===== config.mk =====
export PLATFORM = sky130hd
export DESIGN_NAME = arm_banked_register_file_unit
export DESIGN_NICKNAME = d
export VERILOG_FILES = /design/src/sv/abrf_pkg.sv /design/src/sv/abrf_mode_dec.sv /design/src/sv/abrf_store.sv /design/src/sv/arm_banked_register_file_unit.sv
export SDC_FILE = /design/constraint.sdc
export NUM_CORES = 2
export LEC_CHECK = 0
export BUFFER_PORTS_ARGS = -buffer_cell sky130_fd_sc_hd__buf_2
export CORE_MARGIN = 2
export CORE_UTILIZATION = 45
export DETAILED_ROUTE_END_ITERATION = 7
export PLACE_DENSITY = 0.61
export SLEW_MARGIN = 20
export SYNTH_ARGS = -nofsm -noshare
export SYNTH_HDL_FRONTEND = slang
export SYNTH_SLANG_ARGS = --single-unit

===== constraint.sdc =====
create_clock -name i_clk -period 6.45 [get_ports i_clk]
set_input_delay 1.29 -clock i_clk [delete_from_list [all_inputs] [get_ports i_clk]]
set_output_delay 1.29 -clock i_clk [all_outputs]
set_load 0.03 [all_outputs]

===== src/sv/abrf_pkg.sv =====
`timescale 1ns / 1ps
// ----------------------------------------------------------------------------
// abrf_pkg
// Shared types, codes and helpers for the banked register file unit.
// ----------------------------------------------------------------------------
package abrf_pkg;

    // Default data word width
    localparam int WORD_WIDTH_DEF = 32;

    // Physical store sizes
    localparam int REG_COUNT  = 32;
    localparam int REG_IDX_W  = $clog2(REG_COUNT);
    localparam int SPSR_COUNT = 5;
    localparam int SPSR_IDX_W = $clog2(SPSR_COUNT);

    // CPSR value after reset: Supervisor, IRQ and FIQ masked
    localparam logic [7:0] CPSR_RESET = 8'hD3;

    // Mode field encodings (CPSR bits 4:0)
    localparam logic [4:0] MODE_USR = 5'h10;
    localparam logic [4:0] MODE_FIQ = 5'h11;
    localparam logic [4:0] MODE_IRQ = 5'h12;
    localparam logic [4:0] MODE_SVC = 5'h13;
    localparam logic [4:0] MODE_ABT = 5'h17;
    localparam logic [4:0] MODE_UND = 5'h1B;
    localparam logic [4:0] MODE_SYS = 5'h1F;

    // Access operations
    typedef enum logic [1:0] {
        OP_READ_REG  = 2'd0,
        OP_WRITE_REG = 2'd1,
        OP_READ_PSR  = 2'd2,
        OP_WRITE_PSR = 2'd3
    } t_op;

    // Result error codes
    typedef enum logic [1:0] {
        ERR_OK       = 2'd0,
        ERR_NO_SPSR  = 2'd1,
        ERR_BAD_MODE = 2'd2
    } t_err;

    // Banking class of the current mode
    typedef enum logic [1:0] {
        KIND_USER = 2'd0,
        KIND_FIQ  = 2'd1,
        KIND_PAIR = 2'd2,
        KIND_BAD  = 2'd3
    } t_kind;

    // Decoded mode: banking class, SPSR slot and first banked entry
    typedef struct packed {
        t_kind                 kind;
        logic [SPSR_IDX_W-1:0] spsr_idx;
        logic [REG_IDX_W-1:0]  base;
    } t_mode_info;

    // Write controls and addresses towards the store
    typedef struct packed {
        logic                  reg_we;
        logic [REG_IDX_W-1:0]  reg_idx;
        logic                  spsr_we;
        logic [SPSR_IDX_W-1:0] spsr_idx;
        logic                  cpsr_we;
    } t_store_cmd;

    // Map an architectural register to its physical entry
    function automatic logic [REG_IDX_W-1:0] phys_index(
        input t_kind                kind,
        input logic [REG_IDX_W-1:0] base,
        input logic [3:0]           r
    );
        logic [REG_IDX_W-1:0] r_ext;
        r_ext = REG_IDX_W'(r);
        if (kind == KIND_FIQ && (r inside {[4'd8:4'd14]})) begin
            phys_index = base + r_ext - REG_IDX_W'(8);
        end else if (kind == KIND_PAIR && (r inside {4'd13, 4'd14})) begin
            phys_index = base + r_ext - REG_IDX_W'(13);
        end else begin
            phys_index = r_ext;
        end
    endfunction

endpackage


===== src/sv/abrf_mode_dec.sv =====
`timescale 1ns / 1ps
// ----------------------------------------------------------------------------
// abrf_mode_dec
// Decodes the CPSR mode field into banking class, SPSR slot and bank base.
// ----------------------------------------------------------------------------
module abrf_mode_dec (
    input  logic [4:0]          i_mode,
    output abrf_pkg::t_mode_info o_info
);
    import abrf_pkg::*;

    // Mode lookup
    always_comb begin
        o_info = '{kind: KIND_BAD, spsr_idx: '0, base: '0};
        case (i_mode)
            MODE_USR, MODE_SYS: begin
                o_info.kind = KIND_USER;
            end
            MODE_FIQ: begin
                o_info = '{kind: KIND_FIQ, spsr_idx: SPSR_IDX_W'(4), base: REG_IDX_W'(24)};
            end
            MODE_SVC: begin
                o_info = '{kind: KIND_PAIR, spsr_idx: SPSR_IDX_W'(0), base: REG_IDX_W'(16)};
            end
            MODE_ABT: begin
                o_info = '{kind: KIND_PAIR, spsr_idx: SPSR_IDX_W'(1), base: REG_IDX_W'(18)};
            end
            MODE_UND: begin
                o_info = '{kind: KIND_PAIR, spsr_idx: SPSR_IDX_W'(2), base: REG_IDX_W'(20)};
            end
            MODE_IRQ: begin
                o_info = '{kind: KIND_PAIR, spsr_idx: SPSR_IDX_W'(3), base: REG_IDX_W'(22)};
            end
            default: begin
                o_info.kind = KIND_BAD;
            end
        endcase
    end

endmodule


===== src/sv/abrf_store.sv =====
`timescale 1ns / 1ps
// ----------------------------------------------------------------------------
// abrf_store
// Physical register bank and saved status slots, cleared at reset, and the CPSR, loaded with its reset value.
// ----------------------------------------------------------------------------
module abrf_store #(
    parameter int WORD_WIDTH = abrf_pkg::WORD_WIDTH_DEF
) (
    input  logic                  i_clk,
    input  logic                  i_rst_n,
    input  abrf_pkg::t_store_cmd  i_cmd,
    input  logic [WORD_WIDTH-1:0] i_wdata,
    output logic [WORD_WIDTH-1:0] o_reg_rdata,
    output logic [WORD_WIDTH-1:0] o_spsr_rdata,
    output logic [WORD_WIDTH-1:0] o_cpsr
);
    import abrf_pkg::*;

    logic [WORD_WIDTH-1:0] r_regs [REG_COUNT];
    logic [WORD_WIDTH-1:0] r_spsr [SPSR_COUNT];
    logic [WORD_WIDTH-1:0] r_cpsr;

    // Register bank
    always_ff @(posedge i_clk) begin
        if (!i_rst_n) begin
            for (int i = 0; i < REG_COUNT; i++) begin
                r_regs[i] <= '0;
            end
        end else if (i_cmd.reg_we) begin
            r_regs[i_cmd.reg_idx] <= i_wdata;
        end
    end

    // Saved status slots
    always_ff @(posedge i_clk) begin
        if (!i_rst_n) begin
            for (int i = 0; i < SPSR_COUNT; i++) begin
                r_spsr[i] <= '0;
            end
        end else if (i_cmd.spsr_we && i_cmd.spsr_idx < SPSR_IDX_W'(SPSR_COUNT)) begin
            r_spsr[i_cmd.spsr_idx] <= i_wdata;
        end
    end

    // Current status
    always_ff @(posedge i_clk) begin
        if (!i_rst_n) begin
            r_cpsr <= WORD_WIDTH'(CPSR_RESET);
        end else if (i_cmd.cpsr_we) begin
            r_cpsr <= i_wdata;
        end
    end

    // Read ports
    assign o_reg_rdata  = r_regs[i_cmd.reg_idx];
    assign o_spsr_rdata = (i_cmd.spsr_idx < SPSR_IDX_W'(SPSR_COUNT))
                          ? r_spsr[i_cmd.spsr_idx] : '0;
    assign o_cpsr       = r_cpsr;

endmodule


===== src/sv/arm_banked_register_file_unit.sv =====
`timescale 1ns / 1ps
// ----------------------------------------------------------------------------
// arm_banked_register_file_unit
// Mode-banked register file with CPSR/SPSR access, one access per cycle.
// ----------------------------------------------------------------------------
//  channel   | handshake          | words
//  ----------+--------------------+------------------------------------------
//  access in | start, busy        | i_op, i_reg_number, i_write_data
//  result    | o_valid (strobe)   | o_read_data, o_error_code
//
//  One access is taken every cycle; busy stays low.
//  Each access passes the input register, then decode and store access into
//  the result register. Each access sees the state left by the one before.
//  Synchronous reset clears the bank and SPSRs and loads CPSR with 0xD3. The
//  result strobe lasts one cycle and cannot be stalled.
// ----------------------------------------------------------------------------
module arm_banked_register_file_unit #(
    parameter int WORD_WIDTH = abrf_pkg::WORD_WIDTH_DEF
) (
    input  logic                  i_clk,
    input  logic                  i_rst_n,
    input  logic                  start,
    output logic                  busy,
    input  logic [1:0]            i_op,
    input  logic [3:0]            i_reg_number,
    input  logic [WORD_WIDTH-1:0] i_write_data,
    output logic                  o_valid,
    output logic [WORD_WIDTH-1:0] o_read_data,
    output logic [1:0]            o_error_code
);
    import abrf_pkg::*;

    // Input register
    logic                  r_in_valid;
    t_op                   r_op;
    logic [3:0]            r_reg_num;
    logic [WORD_WIDTH-1:0] r_wdata;

    // Result register
    logic                  r_out_valid;
    logic [WORD_WIDTH-1:0] r_rdata;
    t_err                  r_err;
    logic [WORD_WIDTH-1:0] n_rdata;
    t_err                  n_err;

    t_mode_info            mode;
    t_store_cmd            cmd;
    logic [WORD_WIDTH-1:0] reg_rdata;
    logic [WORD_WIDTH-1:0] spsr_rdata;
    logic [WORD_WIDTH-1:0] cpsr;

    assign busy = 1'b0;

    // Capture each accepted word
    always_ff @(posedge i_clk) begin
        if (!i_rst_n) begin
            r_in_valid <= 1'b0;
        end else begin
            r_in_valid <= start && !busy;
        end
    end

    always_ff @(posedge i_clk) begin
        r_op      <= t_op'(i_op);
        r_reg_num <= i_reg_number;
        r_wdata   <= i_write_data;
    end

    // Current mode from CPSR
    abrf_mode_dec u_mode_dec (
        .i_mode (cpsr[4:0]),
        .o_info (mode)
    );

    // Access control: route to bank, SPSR or CPSR and flag bad accesses
    always_comb begin
        n_rdata      = '0;
        n_err        = ERR_OK;
        cmd          = '0;
        cmd.reg_idx  = phys_index(mode.kind, mode.base, r_reg_num);
        cmd.spsr_idx = mode.spsr_idx;
        case (r_op)
            OP_READ_REG, OP_WRITE_REG: begin
                if (mode.kind == KIND_BAD) begin
                    n_err = ERR_BAD_MODE;
                end else if (r_op == OP_READ_REG) begin
                    n_rdata = reg_rdata;
                end else begin
                    cmd.reg_we = r_in_valid;
                end
            end
            OP_READ_PSR, OP_WRITE_PSR: begin
                if (!r_reg_num[0]) begin
                    if (r_op == OP_READ_PSR) begin
                        n_rdata = cpsr;
                    end else begin
                        cmd.cpsr_we = r_in_valid;
                    end
                end else if (mode.kind == KIND_BAD) begin
                    n_err = ERR_BAD_MODE;
                end else if (mode.kind == KIND_USER) begin
                    n_err = ERR_NO_SPSR;
                end else if (r_op == OP_READ_PSR) begin
                    n_rdata = spsr_rdata;
                end else begin
                    cmd.spsr_we = r_in_valid;
                end
            end
            default: begin
                n_err = ERR_OK;
            end
        endcase
        // idle slots present zeros
        if (!r_in_valid) begin
            n_rdata = '0;
            n_err   = ERR_OK;
        end
    end

    // State store
    abrf_store #(
        .WORD_WIDTH (WORD_WIDTH)
    ) u_store (
        .i_clk        (i_clk),
        .i_rst_n      (i_rst_n),
        .i_cmd        (cmd),
        .i_wdata      (r_wdata),
        .o_reg_rdata  (reg_rdata),
        .o_spsr_rdata (spsr_rdata),
        .o_cpsr       (cpsr)
    );

    // Result register
    always_ff @(posedge i_clk) begin
        if (!i_rst_n) begin
            r_out_valid <= 1'b0;
            r_rdata     <= '0;
            r_err       <= ERR_OK;
        end else begin
            r_out_valid <= r_in_valid;
            r_rdata     <= n_rdata;
            r_err       <= n_err;
        end
    end

    assign o_valid      = r_out_valid;
    assign o_read_data  = r_rdata;
    assign o_error_code = r_err;

endmodule


-- Word level (Yosys, flattened, before mapping)
Memory sizes are Yosys's and may differ from the RTL's.
Index checks and enable logic that the tools add are counted.
- mux-type cells: 41
- reductions and logical operators: 14
- eq/ne operators: 15
- magnitude comparators: 3
- $add $sub $neg: 3
- operator list (kind ; count):
    $mux W32 ; 10
    $pmux W32 S2 ; 1
    $reduce_or A32 Y1 ; 2
    $pmux W8 S5 ; 1
    $eq A5 B5 Y1 const B ; 7
    $mux W1 ; 20
    $mux W5 ; 3
    $sub A5 B4 Y5 const B ; 2
    $eq A2 B2 Y1 const B ; 4
    $eq A4 B4 Y1 const B ; 2
    $mux W2 ; 3
    $pmux W2 S3 ; 1
    $reduce_or A2 Y1 ; 3
    $add A5 B4 Y5 ; 1
    $eq A2 B1 Y1 const B ; 2
    $ge A4 B4 Y1 const B ; 1
    $le A4 B4 Y1 const B ; 1
    $logic_and A1 B1 Y1 ; 4
    $logic_not A2 Y1 ; 2
    $pmux W2 S2 ; 1
    $reduce_or A4 Y1 ; 1
    $lt A3 B3 Y1 const B ; 1
    $mux W3 ; 1
    $reduce_and A2 Y1 ; 1
    $reduce_bool A2 Y1 ; 1
- register bits after elaboration: 106
- word-level logic and storage cells: 86
- input port bits: 41
- output and inout bits: 36
- memory bits (writable): 1184
- memories: 2
- memories (memory ; words ; bits a word ; rd ports ; clocked after memory_dff ; write ports ; line ; RTL):
    u_store.r_regs ; 32 ; 32 ; 1 ; 0 ; 32 ; abrf_store.sv:19 ; logic [WORD_WIDTH-1:0] r_regs [REG_COUNT];
    u_store.r_spsr ; 5 ; 32 ; 1 ; 0 ; 5 ; abrf_store.sv:20 ; logic [WORD_WIDTH-1:0] r_spsr [SPSR_COUNT];

-- Logic depth before layout (Yosys ltp)
- depth in word-level cells: 14
- depth in mapped cells: 22
- gate-level depth less buffers: 14

-- By module
A second synthesis with hierarchy kept.
- cells, all modules: 4348
- area total of the unflattened synthesis: 58422.3 um^2
- modules (own cells, without submodules) (module ; cells an instance ; times used ; area an instance (um^2) ; seq. area each (um^2)):
    abrf_store ; 4004 ; 1 ; 54915.2 ; 36194.7
    arm_banked_register_file_unit ; 320 ; 1 ; 3347.0 ; 1481.4
    abrf_mode_dec ; 24 ; 1 ; 160.2 ; 0.0

-- Least setup slack after synthesis
Ideal clock, no wire load.
- kind: register to register
- start: reg u_store.r_cpsr[0], in the netlist u_store.o_cpsr[0]
- end: mem u_store.r_regs[28][0] in the netlist's numbering (enable)
- arrival: 6609 ps
- required time: 5984 ps
- stages on the path, launching flop included: 20
- path buffers: 7
- setup slack: -624 ps
- cells stage by stage: dfxtp_1 -> buf_2 -> xor2_1 -> or3_1 -> clkbuf_1 -> inv_1 -> clkbuf_1 -> clkbuf_1 -> buf_1 -> ha_1 -> inv_1 -> fa_1 -> xnor2_1 -> nand2_1 -> o31ai_1 -> o31a_1 -> nand3_1 -> buf_2 -> buf_2 -> o21ai_0
- RTL lines (element ; line ; RTL):
    from (decl) ; abrf_store.sv:21 ; logic [WORD_WIDTH-1:0] r_cpsr;
    from (signal assigned) ; abrf_store.sv:48 ; r_cpsr <= WORD_WIDTH'(CPSR_RESET);
    from (signal assigned) ; abrf_store.sv:50 ; r_cpsr <= i_wdata;
    to (decl) ; abrf_store.sv:19 ;

==> results.md <==
* Yosys reg bits at 1290
* Multi-input logic area at 28300 sq um
* Yosys warnings at 0
* Final GP Congestion at about 1
* Full die area at roughly 150000 sq um
* WP depth at 15
* Final Cycle Share at about 89%
* Initial antenna violation count at 23
* Cell mode on critical path: buf_4
* Maximum buffer depth of the clock tree at 3
* EDFF count, synth at 1184
* H-tree depth at 4
* Worst path bufs/invs at 4
* Register-to-Register Path Depth at 15
* # IOs at 77
* Synth area leaders: edfxtp_1, and2_1, nand2_1
* Critical-path cell list: xor2_1, or3_2, inv_2, ha_1, inv_1, fa_1, xnor2_1, nand2_1, o31ai_1, o31a_1, nand3_1, buf_4, nor2_2, buf_4, and2_1
* Vias in the first global route at about 50k
* Pre-CTS WS at 897 ps
* Syn Nets at 6522
* Mapped Area at 68100 sq um
* Worst path slowest cell: nand3_1
* Worst-path fanout max at 21
* Top-area cell type share of the netlist area at around 52%
* GRT Resource Usage Total at 30.9%
* Fmax at 175 MHz
* Critical path endpoint: u_store.r_regs[20][3]
* DR iter-0 viols at 6706
* Sequential cell area at ~38000 sq um
* DR pass1 iterations at 6
* Largest net degree at the start of global routing at 215
* Synth area leader: edfxtp_1
* First-pass GRT wire length at ~350000 um
* Final WL at 241000 um
* CP Launch Point: u_store.o_cpsr[0]
* Syn avg cell area at 10.5 sq um
* Final ANT Viol Nets at 0
* Worst Clk Skew at 35.8 ps
* # Max-Cap Violations at 0
* LEAKAGE at 27.9 nW
* Min Tclk post-route at about 5700 ps
* Final Core Density at 50.2%
* GR Overflow Total at 0
* Post-DP HPWL at 143000 um
* RSZ-0062 raised after global routing: no
* R2R Path Start: u_store.o_cpsr[0]
* DR vias/cell at between 6 and 7
* Clock transition at path regs at around 70 ps
* Setup slack, reg-to-reg at 740 ps
* DR WL/cell at 28.9 um
* Hold buffer count at cts at 0
* Outcome: completed
* Slew Viols, Final at 0
* Slowest stage delay, CP at 710 ps
* Crit start category: flip-flop
* Clk root buf: clkbuf_16
* Starting Density at between 40% and 50%
* Synth-to-layout area growth at 10.5%
* Fin nets at roughly 6.3k
* Fillcell total at 13.0k
* Hold Vio Cnt, Final at 0
* Most common cell in the netlist: edfxtp_1
* PwrDens at 267 nW/um^2
* Core ar. at 150000 sq um
* Slew of the pin with the lowest slew margin at between 1000 and 1500 ps
* Share of cells above drive strength 1 at 13.1%
* Clock latency on the worst-skew pair at 800 ps
* Cell Rows at approximately 140
* Synth unique cells at 84
* Data arrival time of the critical path at 6350 ps
* Top cells by count, synth: edfxtp_1, nand2_1, and2_1, clkbuf_1, a31oi_1
* Clock sinks at 1290
* Rel. slew slack at 18.7%
* Max IR drop VDD at 292 uV
* Post-route DRC at 0
* Worst Setup End Kind: flip-flop
* Cells after synthesis at between 6k and 7k
* Setup WS post-layout at 740 ps
* Sequential area share after synthesis at 55.3%
* DR vias at 52.5k
* Setup bufs post-CTS at 0
* CP top delay family: simple AND/OR/NAND/NOR gates
* Req. time, crit path at 7090 ps
* CTS tree: done
* Die H at 393 um
* Final setup viols at 0
* Port Buffers at 75
* Reg-to-reg critical path endpoint: u_store.r_regs[20][3]
* Cts bufs inserted at approximately 150
* Hold Crit Class: flip-flop to flip-flop
* Primary FF master, synth: edfxtp_1
* Async SR Flop Fraction at 0%
* Post-CTS sizing at 0
* Die width at roughly 390 um
* Crit path kind: flip-flop to flip-flop
[area by class of cell]
type	instances	area share [%]
clock inverter	72	0.856
multi-input combinational	4491	37.6
inverter	9	0.0515
antenna	2	0.00665
tap	2016	3.35
clock buffer	194	5.20
sequential	1290	50.0
timing repair buffer	271	2.93
[cells by family after synthesis]
group	after synthesis	share of synthesized area, %
compound gates	1215	11.8
fa+ha+maj	5	0.103
mux	393	6.93
buf+inv	695	4.11
flops	1290	55.3
other cells	1	0.00550
xor+xnor	6	0.0771
simple gates	2871	21.7
[metrics by stage]
step / hold WS, ps / power (mW) / cells / setup TNS [ps] / instance area [sq um]
2_1_floorplan: 441 / 11.1 / 6476 / -79900 / 68100
3_3_place_gp: 451 / 12.0 / 8074 / -443 / 70700
3_5_place_dp: 460 / 12.0 / 8076 / 0 / 70700
4_1_cts: 469 / 20.1 / 8342 / 0 / 75300
5_1_grt: 490 / 20.6 / 8343 / 0 / 75300
6_report: 467 / 20.1 / 8345 / 0 / 75300
[cells in the final DEF (no fill, tap or decap), types with 15 or more instances in the layout]
cell type	count
a211oi_1	198
a21boi_0	29
a21oi_1	128
a221oi_1	46
a311oi_1	17
a31oi_1	321
a32o_1	15
a32oi_1	21
and2_1	1029
and3_1	192
buf_12	27
buf_2	74
buf_4	168
clkbuf_1	41
clkbuf_16	147
clkinv_1	30
clkinv_2	19
dfxtp_1	100
edfxtp_1	1184
mux2_2	198
mux2i_1	152
mux4_2	43
nand2_1	1043
nand3_1	151
nor2_1	100
nor2_2	33
nor2b_1	152
nor3_1	99
o21ai_0	209
o21ai_4	38
o221ai_1	17
o22ai_1	43
o31ai_1	22
or4_1	15
[registers in the layout, summed over array words and instances, names as in the netlist]
name	count
u_store.r_spsr	160
u_store.o_cpsr	32
u_store.r_regs	1024
r_in_valid	1
r_op	2
o_valid	1
o_error_code	2
r_wdata	32
o_read_data	32
r_reg_num	4
[where the power goes]
| part | leakage, nW | switching, mW | internal [mW] |
|---|---|---|---|
| registers | 13.0 | 0.175 | 9.40 |
| clock network | 2.22 | 3.52 | 4.63 |
| logic | 12.6 | 1.64 | 0.722 |
| total | 27.9 | 5.34 | 14.8 |
[metal layers]
| metal | vias to the layer above | share of wire [%] | track usage, % | wire, um |
|---|---|---|---|---|
| li1 | 22900 | - | - | - |
| met1 | 26100 | 39 | 40.9 | 94400 |
| met4 | 18 | 6.1 | 17.0 | 14700 |
| met2 | 2843 | 44 | 47.0 | 107000 |
| met3 | 592 | 10 | 7.19 | 25300 |
| met5 | - | 0.048 | 0 | 115 |
[worst min-delay path by stage]
stage | from | end | slack [ps] | cells after the start
floorplan | u_store.o_cpsr[6] | u_store.o_cpsr[6] | 440 | 2
global placement | u_store.o_cpsr[28] | u_store.o_cpsr[28] | 450 | 2
detailed placement | u_store.o_cpsr[16] | u_store.o_cpsr[16] | 460 | 2
CTS | u_store.o_cpsr[16] | u_store.o_cpsr[16] | 470 | 2
global route | u_store.o_cpsr[23] | u_store.o_cpsr[23] | 490 | 2
finish | u_store.o_cpsr[22] | u_store.o_cpsr[22] | 470 | 2
[worst min-delay path, delay by kind of cell (launching register included)]
family | cells | cell delay, ps
AND/OR/NAND/NOR | 1 | 50
AO/OA/AOI/OAI | 1 | 60
flip-flops | 1 | 310
Power figures use the tool's default switching activity.
